<file path="src/apq_pkg.sv">
// apq_pkg: shared types and codes for the array priority queue.
// Used by apq_front, apq_fifo, apq_back, array_priority_queue and apq_checker.
`default_nettype none

package apq_pkg;

    // fixed field widths
    localparam int VALUE_W    = 32;
    localparam int ITEM_PRI_W = 8;
    localparam int ACTION_W   = 2;
    localparam int STATUS_W   = 2;
    localparam int OCC_W      = 7;

    // depth of the command queue between front and back
    localparam int QUEUE_DEPTH = 2;

    // action codes on the command port
    localparam logic [ACTION_W-1:0] ACT_ENQUEUE = 2'd0;
    localparam logic [ACTION_W-1:0] ACT_PEEK    = 2'd1;
    localparam logic [ACTION_W-1:0] ACT_DEQUEUE = 2'd2;

    // result status codes
    localparam logic [STATUS_W-1:0] ST_OK    = 2'd0;
    localparam logic [STATUS_W-1:0] ST_EMPTY = 2'd1;
    localparam logic [STATUS_W-1:0] ST_FULL  = 2'd2;

    // operation class decided by the front
    typedef enum logic [1:0] {
        OP_ENQ,
        OP_PEEK,
        OP_DEQ,
        OP_NOP
    } op_t;

    // one queued command
    typedef struct packed {
        op_t                          op;
        logic signed [VALUE_W-1:0]    value;
        logic        [ITEM_PRI_W-1:0] pri;
    } cmd_t;

    // back-end sequencer states
    typedef enum logic [1:0] {
        BK_IDLE,
        BK_SCAN,
        BK_SHIFT
    } bk_state_t;

endpackage

`default_nettype wire

</file>
<file path="src/apq_front.sv">
// apq_front: accepts start commands and classifies the action into an operation.
// Depends on apq_pkg; feeds apq_fifo.
`default_nettype none

module apq_front (
    input  wire logic                                start,
    input  wire logic [apq_pkg::ACTION_W-1:0]        action,
    input  wire logic signed [apq_pkg::VALUE_W-1:0]  item_value,
    input  wire logic [apq_pkg::ITEM_PRI_W-1:0]      item_priority,
    input  wire logic                                queue_full,
    output logic                                     busy,
    output logic                                     push,
    output apq_pkg::cmd_t                            push_cmd
);

    // hold off new transactions while the queue has no room
    assign busy = queue_full;
    assign push = start && !queue_full;

    // action decode; the unused code becomes a no-op
    always_comb
    begin
        push_cmd.value = item_value;
        push_cmd.pri   = item_priority;
        unique case (action)
            apq_pkg::ACT_ENQUEUE: push_cmd.op = apq_pkg::OP_ENQ;
            apq_pkg::ACT_PEEK:    push_cmd.op = apq_pkg::OP_PEEK;
            apq_pkg::ACT_DEQUEUE: push_cmd.op = apq_pkg::OP_DEQ;
            default:              push_cmd.op = apq_pkg::OP_NOP;
        endcase
    end

endmodule

`default_nettype wire

</file>
<file path="src/apq_fifo.sv">
// apq_fifo: short command queue between the front and the back.
// Depends on apq_pkg (cmd_t, QUEUE_DEPTH).
`default_nettype none

module apq_fifo (
    input  wire logic          clk,
    input  wire logic          rst_n,
    input  wire logic          push,
    input  wire apq_pkg::cmd_t push_cmd,
    input  wire logic          pop,
    output logic               full,
    output logic               not_empty,
    output apq_pkg::cmd_t      head
);

    localparam int PW = (apq_pkg::QUEUE_DEPTH > 1) ? $clog2(apq_pkg::QUEUE_DEPTH) : 1;
    localparam int CW = $clog2(apq_pkg::QUEUE_DEPTH + 1);

    apq_pkg::cmd_t   slot_reg [apq_pkg::QUEUE_DEPTH];
    logic [PW-1:0]   wptr_reg, wptr_next;
    logic [PW-1:0]   rptr_reg, rptr_next;
    logic [CW-1:0]   cnt_reg,  cnt_next;

    assign full      = (cnt_reg == CW'(apq_pkg::QUEUE_DEPTH));
    assign not_empty = (cnt_reg != '0);
    assign head      = slot_reg[rptr_reg];

    // pointer and fill bookkeeping
    always_comb
    begin
        wptr_next = wptr_reg;
        rptr_next = rptr_reg;
        cnt_next  = cnt_reg;
        if (push)
        begin
            wptr_next = (wptr_reg == PW'(apq_pkg::QUEUE_DEPTH - 1)) ? '0 : wptr_reg + PW'(1);
        end
        if (pop)
        begin
            rptr_next = (rptr_reg == PW'(apq_pkg::QUEUE_DEPTH - 1)) ? '0 : rptr_reg + PW'(1);
        end
        if (push && !pop)
        begin
            cnt_next = cnt_reg + CW'(1);
        end
        else if (pop && !push)
        begin
            cnt_next = cnt_reg - CW'(1);
        end
    end

    always_ff @(posedge clk or negedge rst_n)
    begin
        if (!rst_n)
        begin
            wptr_reg <= '0;
            rptr_reg <= '0;
            cnt_reg  <= '0;
        end
        else
        begin
            wptr_reg <= wptr_next;
            rptr_reg <= rptr_next;
            cnt_reg  <= cnt_next;
        end
    end

    // payload slots, no reset
    always_ff @(posedge clk)
    begin
        if (push)
        begin
            slot_reg[wptr_reg] <= push_cmd;
        end
    end

endmodule

`default_nettype wire

</file>
<file path="src/apq_back.sv">
// apq_back: executes queued commands against the entry table (scan, shift, append).
// Depends on apq_pkg; owns the value and priority memories.
`default_nettype none

module apq_back #(
    parameter int CAPACITY      = 64,
    parameter int PRIORITY_BITS = 8
) (
    input  wire logic                                clk,
    input  wire logic                                rst_n,
    input  wire logic                                cmd_valid,
    input  wire apq_pkg::cmd_t                       cmd,
    output logic                                     cmd_pop,
    output logic                                     done,
    output logic signed [apq_pkg::VALUE_W-1:0]       out_value,
    output logic [apq_pkg::ITEM_PRI_W-1:0]           out_priority,
    output logic [apq_pkg::STATUS_W-1:0]             status,
    output logic [apq_pkg::OCC_W-1:0]                occupancy
);

    localparam int AW = $clog2(CAPACITY);
    localparam int CW = $clog2(CAPACITY + 1);
    localparam int PB = PRIORITY_BITS;

    // entry table
    logic signed [apq_pkg::VALUE_W-1:0] val_mem [CAPACITY];
    logic [PB-1:0]                      pri_mem [CAPACITY];

    logic                               mem_we;
    logic [AW-1:0]                      mem_waddr;
    logic signed [apq_pkg::VALUE_W-1:0] mem_wval;
    logic [PB-1:0]                      mem_wpri;
    logic                               mem_re;
    logic [AW-1:0]                      mem_raddr;
    logic signed [apq_pkg::VALUE_W-1:0] rd_val_reg;
    logic [PB-1:0]                      rd_pri_reg;

    // control and working registers
    apq_pkg::bk_state_t                 state_reg, state_next;
    apq_pkg::op_t                       op_reg, op_next;
    logic [CW-1:0]                      count_reg, count_next;
    logic [CW-1:0]                      rd_addr_reg, rd_addr_next;
    logic                               rvalid_reg, rvalid_next;
    logic [AW-1:0]                      ridx_reg, ridx_next;
    logic [AW-1:0]                      wr_addr_reg, wr_addr_next;
    logic [AW-1:0]                      best_idx_reg, best_idx_next;
    logic signed [apq_pkg::VALUE_W-1:0] best_val_reg, best_val_next;
    logic [PB-1:0]                      best_pri_reg, best_pri_next;
    logic                               done_reg, done_next;
    logic signed [apq_pkg::VALUE_W-1:0] res_val_reg, res_val_next;
    logic [apq_pkg::ITEM_PRI_W-1:0]     res_pri_reg, res_pri_next;
    logic [apq_pkg::STATUS_W-1:0]       status_reg, status_next;

    logic                               take_new;
    logic                               last_read;
    logic [AW-1:0]                      new_best_idx;
    logic signed [apq_pkg::VALUE_W-1:0] new_best_val;
    logic [PB-1:0]                      new_best_pri;

    assign done         = done_reg;
    assign out_value    = res_val_reg;
    assign out_priority = res_pri_reg;
    assign status       = status_reg;
    assign occupancy    = apq_pkg::OCC_W'(count_reg);

    // best-entry compare on the word returned by the memory
    always_comb
    begin
        take_new = (ridx_reg == '0) || (rd_pri_reg > best_pri_reg) ||
                   ((rd_pri_reg == best_pri_reg) && (rd_val_reg > best_val_reg));
        new_best_idx = take_new ? ridx_reg   : best_idx_reg;
        new_best_val = take_new ? rd_val_reg : best_val_reg;
        new_best_pri = take_new ? rd_pri_reg : best_pri_reg;
        last_read    = (CW'(ridx_reg) + CW'(1) == count_reg);
    end

    // sequencer
    always_comb
    begin
        state_next    = state_reg;
        op_next       = op_reg;
        count_next    = count_reg;
        rd_addr_next  = rd_addr_reg;
        rvalid_next   = 1'b0;
        ridx_next     = ridx_reg;
        wr_addr_next  = wr_addr_reg;
        best_idx_next = best_idx_reg;
        best_val_next = best_val_reg;
        best_pri_next = best_pri_reg;
        done_next     = 1'b0;
        res_val_next  = res_val_reg;
        res_pri_next  = res_pri_reg;
        status_next   = status_reg;
        cmd_pop       = 1'b0;
        mem_we        = 1'b0;
        mem_waddr     = wr_addr_reg;
        mem_wval      = rd_val_reg;
        mem_wpri      = rd_pri_reg;
        mem_re        = 1'b0;
        mem_raddr     = rd_addr_reg[AW-1:0];

        unique case (state_reg)
            apq_pkg::BK_IDLE:
            begin
                if (cmd_valid)
                begin
                    cmd_pop      = 1'b1;
                    op_next      = cmd.op;
                    res_val_next = '0;
                    res_pri_next = '0;
                    status_next  = apq_pkg::ST_OK;
                    unique case (cmd.op)
                        apq_pkg::OP_ENQ:
                        begin
                            done_next = 1'b1;
                            if (count_reg == CW'(CAPACITY))
                            begin
                                status_next = apq_pkg::ST_FULL;
                            end
                            else
                            begin
                                mem_we     = 1'b1;
                                mem_waddr  = count_reg[AW-1:0];
                                mem_wval   = cmd.value;
                                mem_wpri   = PB'(cmd.pri);
                                count_next = count_reg + CW'(1);
                            end
                        end
                        apq_pkg::OP_PEEK, apq_pkg::OP_DEQ:
                        begin
                            if (count_reg == '0)
                            begin
                                done_next   = 1'b1;
                                status_next = apq_pkg::ST_EMPTY;
                            end
                            else
                            begin
                                rd_addr_next = '0;
                                state_next   = apq_pkg::BK_SCAN;
                            end
                        end
                        default:
                        begin
                            done_next = 1'b1;
                        end
                    endcase
                end
            end

            apq_pkg::BK_SCAN:
            begin
                // stream entries out of the table, one read a cycle
                if (rd_addr_reg < count_reg)
                begin
                    mem_re       = 1'b1;
                    rvalid_next  = 1'b1;
                    ridx_next    = rd_addr_reg[AW-1:0];
                    rd_addr_next = rd_addr_reg + CW'(1);
                end
                if (rvalid_reg)
                begin
                    best_idx_next = new_best_idx;
                    best_val_next = new_best_val;
                    best_pri_next = new_best_pri;
                    if (last_read)
                    begin
                        res_val_next = new_best_val;
                        res_pri_next = apq_pkg::ITEM_PRI_W'(new_best_pri);
                        if (op_reg == apq_pkg::OP_DEQ)
                        begin
                            rd_addr_next = CW'(new_best_idx) + CW'(1);
                            wr_addr_next = new_best_idx;
                            rvalid_next  = 1'b0;
                            state_next   = apq_pkg::BK_SHIFT;
                        end
                        else
                        begin
                            done_next  = 1'b1;
                            state_next = apq_pkg::BK_IDLE;
                        end
                    end
                end
            end

            apq_pkg::BK_SHIFT:
            begin
                // close the gap: read entry k+1, write it to k in the cycle after the read
                if (rvalid_reg)
                begin
                    mem_we       = 1'b1;
                    wr_addr_next = wr_addr_reg + AW'(1);
                end
                if (rd_addr_reg < count_reg)
                begin
                    mem_re       = 1'b1;
                    rvalid_next  = 1'b1;
                    rd_addr_next = rd_addr_reg + CW'(1);
                end
                else
                begin
                    count_next = count_reg - CW'(1);
                    done_next  = 1'b1;
                    state_next = apq_pkg::BK_IDLE;
                end
            end

            default:
            begin
                state_next = apq_pkg::BK_IDLE;
            end
        endcase
    end

    always_ff @(posedge clk or negedge rst_n)
    begin
        if (!rst_n)
        begin
            state_reg  <= apq_pkg::BK_IDLE;
            count_reg  <= '0;
            rvalid_reg <= 1'b0;
            done_reg   <= 1'b0;
            op_reg     <= apq_pkg::OP_NOP;
        end
        else
        begin
            state_reg  <= state_next;
            count_reg  <= count_next;
            rvalid_reg <= rvalid_next;
            done_reg   <= done_next;
            op_reg     <= op_next;
        end
    end

    // working and result payload, no reset
    always_ff @(posedge clk)
    begin
        rd_addr_reg  <= rd_addr_next;
        ridx_reg     <= ridx_next;
        wr_addr_reg  <= wr_addr_next;
        best_idx_reg <= best_idx_next;
        best_val_reg <= best_val_next;
        best_pri_reg <= best_pri_next;
        res_val_reg  <= res_val_next;
        res_pri_reg  <= res_pri_next;
        status_reg   <= status_next;
    end

    // table memory: one write port, one registered read port
    always_ff @(posedge clk)
    begin
        if (mem_we)
        begin
            val_mem[mem_waddr] <= mem_wval;
            pri_mem[mem_waddr] <= mem_wpri;
        end
        if (mem_re)
        begin
            rd_val_reg <= val_mem[mem_raddr];
            rd_pri_reg <= pri_mem[mem_raddr];
        end
    end

endmodule

`default_nettype wire

</file>
<file path="src/array_priority_queue.sv">
// array_priority_queue: top level, front decode + command queue + table back end.
// Depends on apq_pkg, apq_front, apq_fifo, apq_back.
//
//  channel   | handshake                 | payload
//  ----------+---------------------------+------------------------------------------
//  command   | start, busy (take: !busy) | action, item_value, item_priority
//  result    | done (one-cycle strobe)   | out_value, out_priority, status, occupancy
//
// Enqueue, no-op, and empty/full cases: the command passes the command queue and
// the back end registers the result from its idle state. Peek: the back end scans
// the table, reading one entry a cycle from the table memory. Dequeue: that scan,
// then entries above the best index shift down. busy is high while the two-entry
// command queue is full. rst_n clears the table count; entries are not cleared.
// The result side has no stall: done is high for one cycle per result.
`default_nettype none

module array_priority_queue #(
    parameter int CAPACITY      = 64,
    parameter int PRIORITY_BITS = 8
) (
    input  wire logic                                clk,
    input  wire logic                                rst_n,
    input  wire logic                                start,
    output logic                                     busy,
    input  wire logic [apq_pkg::ACTION_W-1:0]        action,
    input  wire logic signed [apq_pkg::VALUE_W-1:0]  item_value,
    input  wire logic [apq_pkg::ITEM_PRI_W-1:0]      item_priority,
    output logic                                     done,
    output logic signed [apq_pkg::VALUE_W-1:0]       out_value,
    output logic [apq_pkg::ITEM_PRI_W-1:0]           out_priority,
    output logic [apq_pkg::STATUS_W-1:0]             status,
    output logic [apq_pkg::OCC_W-1:0]                occupancy
);

    logic          push;
    apq_pkg::cmd_t push_cmd;
    logic          queue_full;
    logic          queue_has;
    apq_pkg::cmd_t queue_head;
    logic          queue_pop;

    apq_front u_front (
        .start         (start),
        .action        (action),
        .item_value    (item_value),
        .item_priority (item_priority),
        .queue_full    (queue_full),
        .busy          (busy),
        .push          (push),
        .push_cmd      (push_cmd)
    );

    apq_fifo u_fifo (
        .clk       (clk),
        .rst_n     (rst_n),
        .push      (push),
        .push_cmd  (push_cmd),
        .pop       (queue_pop),
        .full      (queue_full),
        .not_empty (queue_has),
        .head      (queue_head)
    );

    apq_back #(
        .CAPACITY      (CAPACITY),
        .PRIORITY_BITS (PRIORITY_BITS)
    ) u_back (
        .clk          (clk),
        .rst_n        (rst_n),
        .cmd_valid    (queue_has),
        .cmd          (queue_head),
        .cmd_pop      (queue_pop),
        .done         (done),
        .out_value    (out_value),
        .out_priority (out_priority),
        .status       (status),
        .occupancy    (occupancy)
    );

endmodule

`default_nettype wire

</file>
<file path="config.mk">
export PLATFORM = sky130hd
export DESIGN_NAME = array_priority_queue
export DESIGN_NICKNAME = d
export VERILOG_FILES = /design/src/apq_pkg.sv /design/src/apq_front.sv /design/src/apq_fifo.sv /design/src/apq_back.sv /design/src/array_priority_queue.sv
export SDC_FILE = /design/constraint.sdc
export NUM_CORES = 2
export LEC_CHECK = 0
export ABC_AREA = 0
export BUFFER_PORTS_ARGS = -buffer_cell sky130_fd_sc_hd__buf_2
export CORE_MARGIN = 2
export CORE_UTILIZATION = 57
export DETAILED_ROUTE_END_ITERATION = 16
export GPL_TIMING_DRIVEN = 0
export PLACE_DENSITY = 0.76
export SLEW_MARGIN = 0
export SYNTH_ARGS = -nofsm -noshare
export SYNTH_HDL_FRONTEND = slang
export SYNTH_SLANG_ARGS = --single-unit
</file>
<file path="constraint.sdc">
create_clock -name clk -period 5.52 [get_ports clk]
set_input_delay 1.38 -clock clk [delete_from_list [all_inputs] [get_ports clk]]
set_output_delay 1.38 -clock clk [all_outputs]
set_load 0.01 [all_outputs]
</file>
---- Yosys cells after proc, flatten, opt, wreduce, memory -nomap -nowiden ----
Memory sizes are Yosys's and may differ from the RTL's. A register that Yosys moved wholly into a read port is not among the register bits.
Index checks and enable logic that the tools add are counted.
word-level totals
  bits in registers ....................... 124
  bits in writable memories ............... 2644
  input port bits ......................... 45
  memories ................................ 3
memories
  memory           words  width  read ports  clocked after memory_dff  write ports  line            text
  u_back.val_mem   64     32     1           1                         1            apq_back.sv:26  logic signed [apq_pkg::VALUE_W-1:0] val_mem [CAPACITY];
  u_back.pri_mem   64     8      1           1                         1            apq_back.sv:27  logic [PB-1:0] pri_mem [CAPACITY];
  u_fifo.slot_reg  2      42     1           0                         1            apq_fifo.sv:19  apq_pkg::cmd_t slot_reg [apq_pkg::QUEUE_DEPTH];
cells by class
  $add $sub $neg .......................... 10
  $lt $le $gt $ge ......................... 3
  eq/ne operators ......................... 21
  mux-type cells .......................... 82
  reductions and logical operators ........ 30
operator list
  kind                 number
  $mux 32              8
  $mux 7               11
  $mux 8               8
  $pmux 32 s2          1
  $mux 6               9
  $gt 32x32->1         1
  $mux 1               25
  $pmux 7 s3           1
  $mux 2               10
  $pmux 8 s2           1
  $add 6x1->7 const B  2
  $add 7x1->7 const B  2
  $pmux 7 s2           1
  $ne 2x2->1 const B   6
  $pmux 2 s3           2
  $pmux 6 s2           1
  $eq 2x2->1 const B   5
  $reduce_and 5->1     2
  $reduce_bool 2->1    5
  $eq 8x8->1           1
  $gt 8x8->1           1
  $ne 2x1->1 const B   4
  $reduce_and 4->1     2
  $eq 7x7->1           1
  21 further kinds     36

---- Longest topological paths before layout ----
  depth after elaboration ................. 9
  gate-level depth with buffers ........... 15
  depth with buffers taken out ............ 14

---- Hierarchy ----
A second synthesis with hierarchy kept.
second synthesis, totals
  cell total of the unflattened synthesis .. 4620
  area, all modules ....................... 109445.0 µm²
by module, submodules not included
  module     times used  cells each  area each (µm²)  seq. area each (µm²)
  apq_back   1           4429        105693.9         81615.8
  apq_fifo   1           147         3422.0           2622.5
  apq_front  1           44          329.1            0.0

---- Worst setup path after synthesis ----
No wires, ideal clock.
  path kind ............................... flip-flop to flip-flop
  start ................................... register u_back.state_reg[1]
  end ..................................... memory u_back.pri_mem[56][0] in the netlist's numbering (enable)
  library setup time ...................... 487 ps
  arrival time ............................ 4846 ps
  setup slack ............................. 187 ps
  cell stages (with the launch flop) ...... 12
  path buffers ............................ 2
  path through ............................ dfrtp_1 inv_1 ha_1 o21ai_1 inv_1 and3_1 clkbuf_1 clkbuf_1 nand3_1 o21ai_0 nand3_1 nor3_1
between the ends
  word-level cells in the longest chain between the ends .. 4
  elaborated cells on any way between the ends .. 6
ends and longest elaborated chain
  element                                        line             text
  start, declared                                apq_back.sv:39   apq_pkg::bk_state_t state_reg, state_next;
  start signal, assigned                         apq_back.sv:218  state_reg <= apq_pkg::BK_IDLE;
  start signal, assigned                         apq_back.sv:226  state_reg <= state_next;
  $eq 2x2->1 or $logic_not 2->1 (tied branches)  apq_back.sv:102  unique case (state_reg)
  $pmux 1 s2                                     apq_back.sv:102
  $mux 1                                         apq_back.sv:251  if (mem_we)
  $mux 1 (not written as such)                   apq_back.sv:254  pri_mem[mem_waddr] <= mem_wpri;
  end, declared                                  apq_back.sv:27
Several ways; a longest one is shown, not always the timed one.

---- Worst setup path in the final report ----
  start ................................... register u_fifo.rptr_reg
  end ..................................... memory u_back.val_mem[40][13] in the netlist's numbering (enable)
between the ends
  word-level cells in the longest chain between the ends .. 7
  elaborated cells on any way between the ends .. 10
ends and longest elaborated chain
  element                       line             text
  start, declared               apq_fifo.sv:21   logic [PW-1:0] rptr_reg, rptr_next;
  start signal, assigned        apq_fifo.sv:63   rptr_reg <= rptr_next;
  $mem_v2 2x42 *                n/a
  $logic_not 2->1 *             apq_back.sv:112  unique case (cmd.op)
  $mux 1                        apq_back.sv:112
  $mux 1                        apq_back.sv:105  if (cmd_valid)
  $pmux 1 s2                    apq_back.sv:102
  $mux 1                        apq_back.sv:251
  $mux 1 (not written as such)  apq_back.sv:253  val_mem[mem_waddr] <= mem_wval;
  end, declared                 apq_back.sv:26
Mark *: on every way between the ends. The rest lies on a longest branch, timed or not.

==> qor.yml <==
status:
  status: "finished, violations left"
  violations: "capacitance limit, slew limit"
clock_network:
  clkTransAtPathRegs_ns: 0.07
  clk_latency_ns: 0.95
  numCtsBuffers: 276
  holdBufCountCts: 0
  cts_max_level: 5
  cts_root_buf: "clkbuf_16"
  clock_path_buffers: 4
  cts_tree: "built"
  cts_num_sinks: 2808
setup_path:
  r2r_cells: 10
  worstReg2RegStart: "u_fifo.rptr_reg$_DFFE_PN0P_"
  arrival_ns: 5.96
  crit_required_ns: 6.12
  r2r_end: "u_back.val_mem[40][13]$_DFFE_PP_"
  rrSetupSlack_ns: 0.16
  critical_path_class: "reg2reg"
  cp-end-kind: "register"
  cp-startpoint: "u_fifo.rptr_reg$_DFFE_PN0P_"
  endpoint: "u_back.val_mem[40][13]$_DFFE_PP_"
  crit_fanout: 22
  start_kind: "register"
routing:
  via_per_inst: 6.88
  post-route-drc-count: 0
  dr.pass1.iters: 6
  top_layer: "met5"
  drt-met1-wl_um: 97800
  routed_wl_um: 285000
  wl_met3_um: 30600
  via_count: 54324
  wl_met2_um: 144000
  ant_nets: 0
  avgRoutedWirePerCell_um: 36.1
  drtIter0Drc: 7382
global_route:
  grt_pass1_wl_um: 402000
  antenna_found_initial: 22
  grt_max_degree: 53
  grt_pass1_vias: 55199
  grt_overflow_total: 0
  grt_usage_pct: 29.4
final_layout:
  area_growth_pct: 14.5
  largest_reg_flops: 2048
  drive_above_1_share_pct: 30.5
  fin_nets: 5294
floorplan:
  die_h_um: 441
  core_region_area_um2: 190000
  fp.dieW_um: 441
  die-area_um2: 195000
  ios: 96
  start_util_pct: 57.3
  row_count: 160
placed_design:
  gp_congestion: 0.938
  dp_hpwl_um: 168000
  io_buffers: 93
timing:
  worst_pin_slew_ns: 1.53
  finalHoldViolations: 0
  setup_violations: 0
  fin_skew_ns: 0.0537
  fmax_ghz: 0.186
  drv_slew: 43
  period_needed_ns: 5.36
  holdWs_ns: 0.404
  slew_headroom_pct: -2.25
  post-route-period-util_pct: 97.2
synth:
  syn_inst: 4648
  yosysSeqAreaShare_pct: 77.4
  synth_mux_area_share_pct: 18.0
  synth.avg_cell_area_um2: 23.4
  async_reset_ff_share_pct: 0.605
  ys_seq_elements: 2808
  ys_warn_count: 0
  yosys.area_share.simple_pct: 1.41
  synth.distinct_cells: 67
  syn_nets: 4758
  synth_edf_count: 2791
  synth_top_family_by_area: "multiplexers"
  syn_area_um2: 109000
  synth-xor-area-share_pct: 0.257
  synth_ff_type: "edfxtp_1"
  synth-adder-area-share_pct: 0.754
  synth-compound-area-share_pct: 1.18
power_and_ir_drop:
  power.internal_mw: 48.3
  p_comb_share_pct: 33.8
  vdd_ir_drop_max_v: 0.000392
  power_frac_seq_pct: 41.1
  p_switching_mw: 24.3
  p_per_area_nw_per_um2: 583
  leakage_nw: 38.7
  fin_total_pwr_mw: 72.7
  power_frac_clock_pct: 25.1
  switching_share_pct: 33.5
min_path:
  hold_class: "in2async"
job:
  maxCapViolCount: 4
## cell families (layout without fill, tap and decap cells)
| kind of cell | Yosys count | after routing |
|---|---|---|
| buffers and inverters | 298 | 1022 |
| other | 0 | 8 |
| adder cells (fa/ha/maj) | 65 | 65 |
| AND/OR/NAND/NOR | 320 | 324 |
| AO/OA/AOI/OAI | 223 | 223 |
| XOR/XNOR | 32 | 32 |
| multiplexers | 902 | 902 |
| flip-flops | 2808 | 2808 |
## worst max-delay path: stages (launching register included)
cell      delay, ns
dfrtp_1        0.32
clkbuf_1       0.61
mux2i_1        0.38
ha_1           0.22
and3_1         0.14
clkbuf_1       0.23
clkbuf_1       0.42
mux2i_2        0.80
nand3_2        0.73
nor2_4         0.87
buf_12         0.28
## synth_stat cells, drive strengths merged (3+ instances only)
cell    instances  area share (%)
nor2b           4           0.023
dfrtp          15            0.34
ha             64            0.74
nor2          131            0.45
nand3          27            0.12
xor2            9           0.072
mux4          840              17
mux2i          49            0.45
edfxtp       2791              77
nand4          16           0.098
or3             4           0.023
a31oi           3           0.017
nor3b           3           0.021
clkbuf        167            0.58
or4             3           0.024
xnor2          23            0.18
o21a            5           0.034
a211o           3           0.024
o31ai           3           0.021
nand2b         13           0.082
nor3            9           0.041
and3            7           0.040
o211ai          4           0.028
inv            64            0.22
a21oi          64            0.29
a211oi          5           0.034
a21boi          4           0.038
a21o            6           0.041
o22ai           4           0.023
nand2          53            0.18
o21ai         103            0.48
and2           45            0.26
o21bai          3           0.021
mux2           13            0.15
buf            67            0.28
## cells in the final DEF (no fill, tap or decap), types with 64 or more instances in the layout
cell type	netlist	routed
nor2_1	131	66
nor2_4	0	65
buf_2	30	123
edfxtp_1	2791	2791
mux4_2	840	840
buf_12	0	112
clkbuf_16	0	285
inv_1	64	64
clkbuf_1	167	215
ha_1	64	64
## metal layers
layer,vias to the layer above,GRT usage (%)
met5,-,0
met4,10,11.8
met3,680,6.96
met2,4112,48.7
met1,28627,37.8
li1,20895,-
## power by group through the flow
stage / Combinational [mW] / Clock, mW / Sequential, mW
after floorplan: 13.3 / 0 / 30.6
after global placement: 20.5 / 0 / 31.1
after detailed placement: 23.2 / 0 / 30.2
after CTS: 24.1 / 18.3 / 29.8
after global routing: 25.6 / 19.0 / 29.9
final: 24.6 / 18.2 / 29.9
## cell type report
class | count | area [um^2]
Tap cell | 2511 | 3140
Fill cell | 11076 | 65200
Clock buffer | 340 | 7340
Clock inverter | 130 | 1140
Sequential cell | 2808 | 84200
Timing Repair Buffer | 254 | 3180
Inverter | 64 | 240
Antenna cell | 8 | 20.0
Multi-Input combinational cell | 1546 | 24500
Buffer | 234 | 938
## metrics by stage
step           instances  utilization [%]  setup TNS (ns)  cell area [um^2]  setup WS (ns)
2_1_floorplan       4648                -               0            109000          0.187
3_3_place_gp        7252             59.2        -8310.87            113000          -3.44
3_5_place_dp        7371             60.9           -9.25            116000         -0.151
4_1_cts             7845             65.4          -30.84            124000         -0.289
5_1_grt             7888             65.6          -0.418            125000        -0.0389
6_report            7895             65.7               0            125000          0.157
## worst min-delay path by stage
| stage | startpoint | end | slack, ns | cells past startpoint |
|---|---|---|---|---|
| after CTS | rst_n | u_back.rvalid_reg$_DFF_PN0_ | 0.35 | 1 |
| after floorplan | u_back.rd_addr_reg[2]$_DFFE_PP_ | u_back.ridx_reg[2]$_DFFE_PP_ | 0.45 | 0 |
| final | rst_n | u_back.rvalid_reg$_DFF_PN0_ | 0.40 | 1 |
| after global placement | u_back.op_reg[0]$_DFFE_PN1P_ | u_back.op_reg[0]$_DFFE_PN1P_ | 0.47 | 2 |
| after detailed placement | u_back.op_reg[0]$_DFFE_PN1P_ | u_back.op_reg[0]$_DFFE_PN1P_ | 0.47 | 2 |
| after global routing | rst_n | u_back.rvalid_reg$_DFF_PN0_ | 0.40 | 1 |
## what timing repair did
action                                  CTS  global route
resized for setup                         2             8
pin swaps                                 3            11
endpoints found under the hold margin     0             0
buffers inserted                          3            38
gates cloned                              1             3
endpoints found under the setup margin  285           850
(Power assumes the default switching activity.)
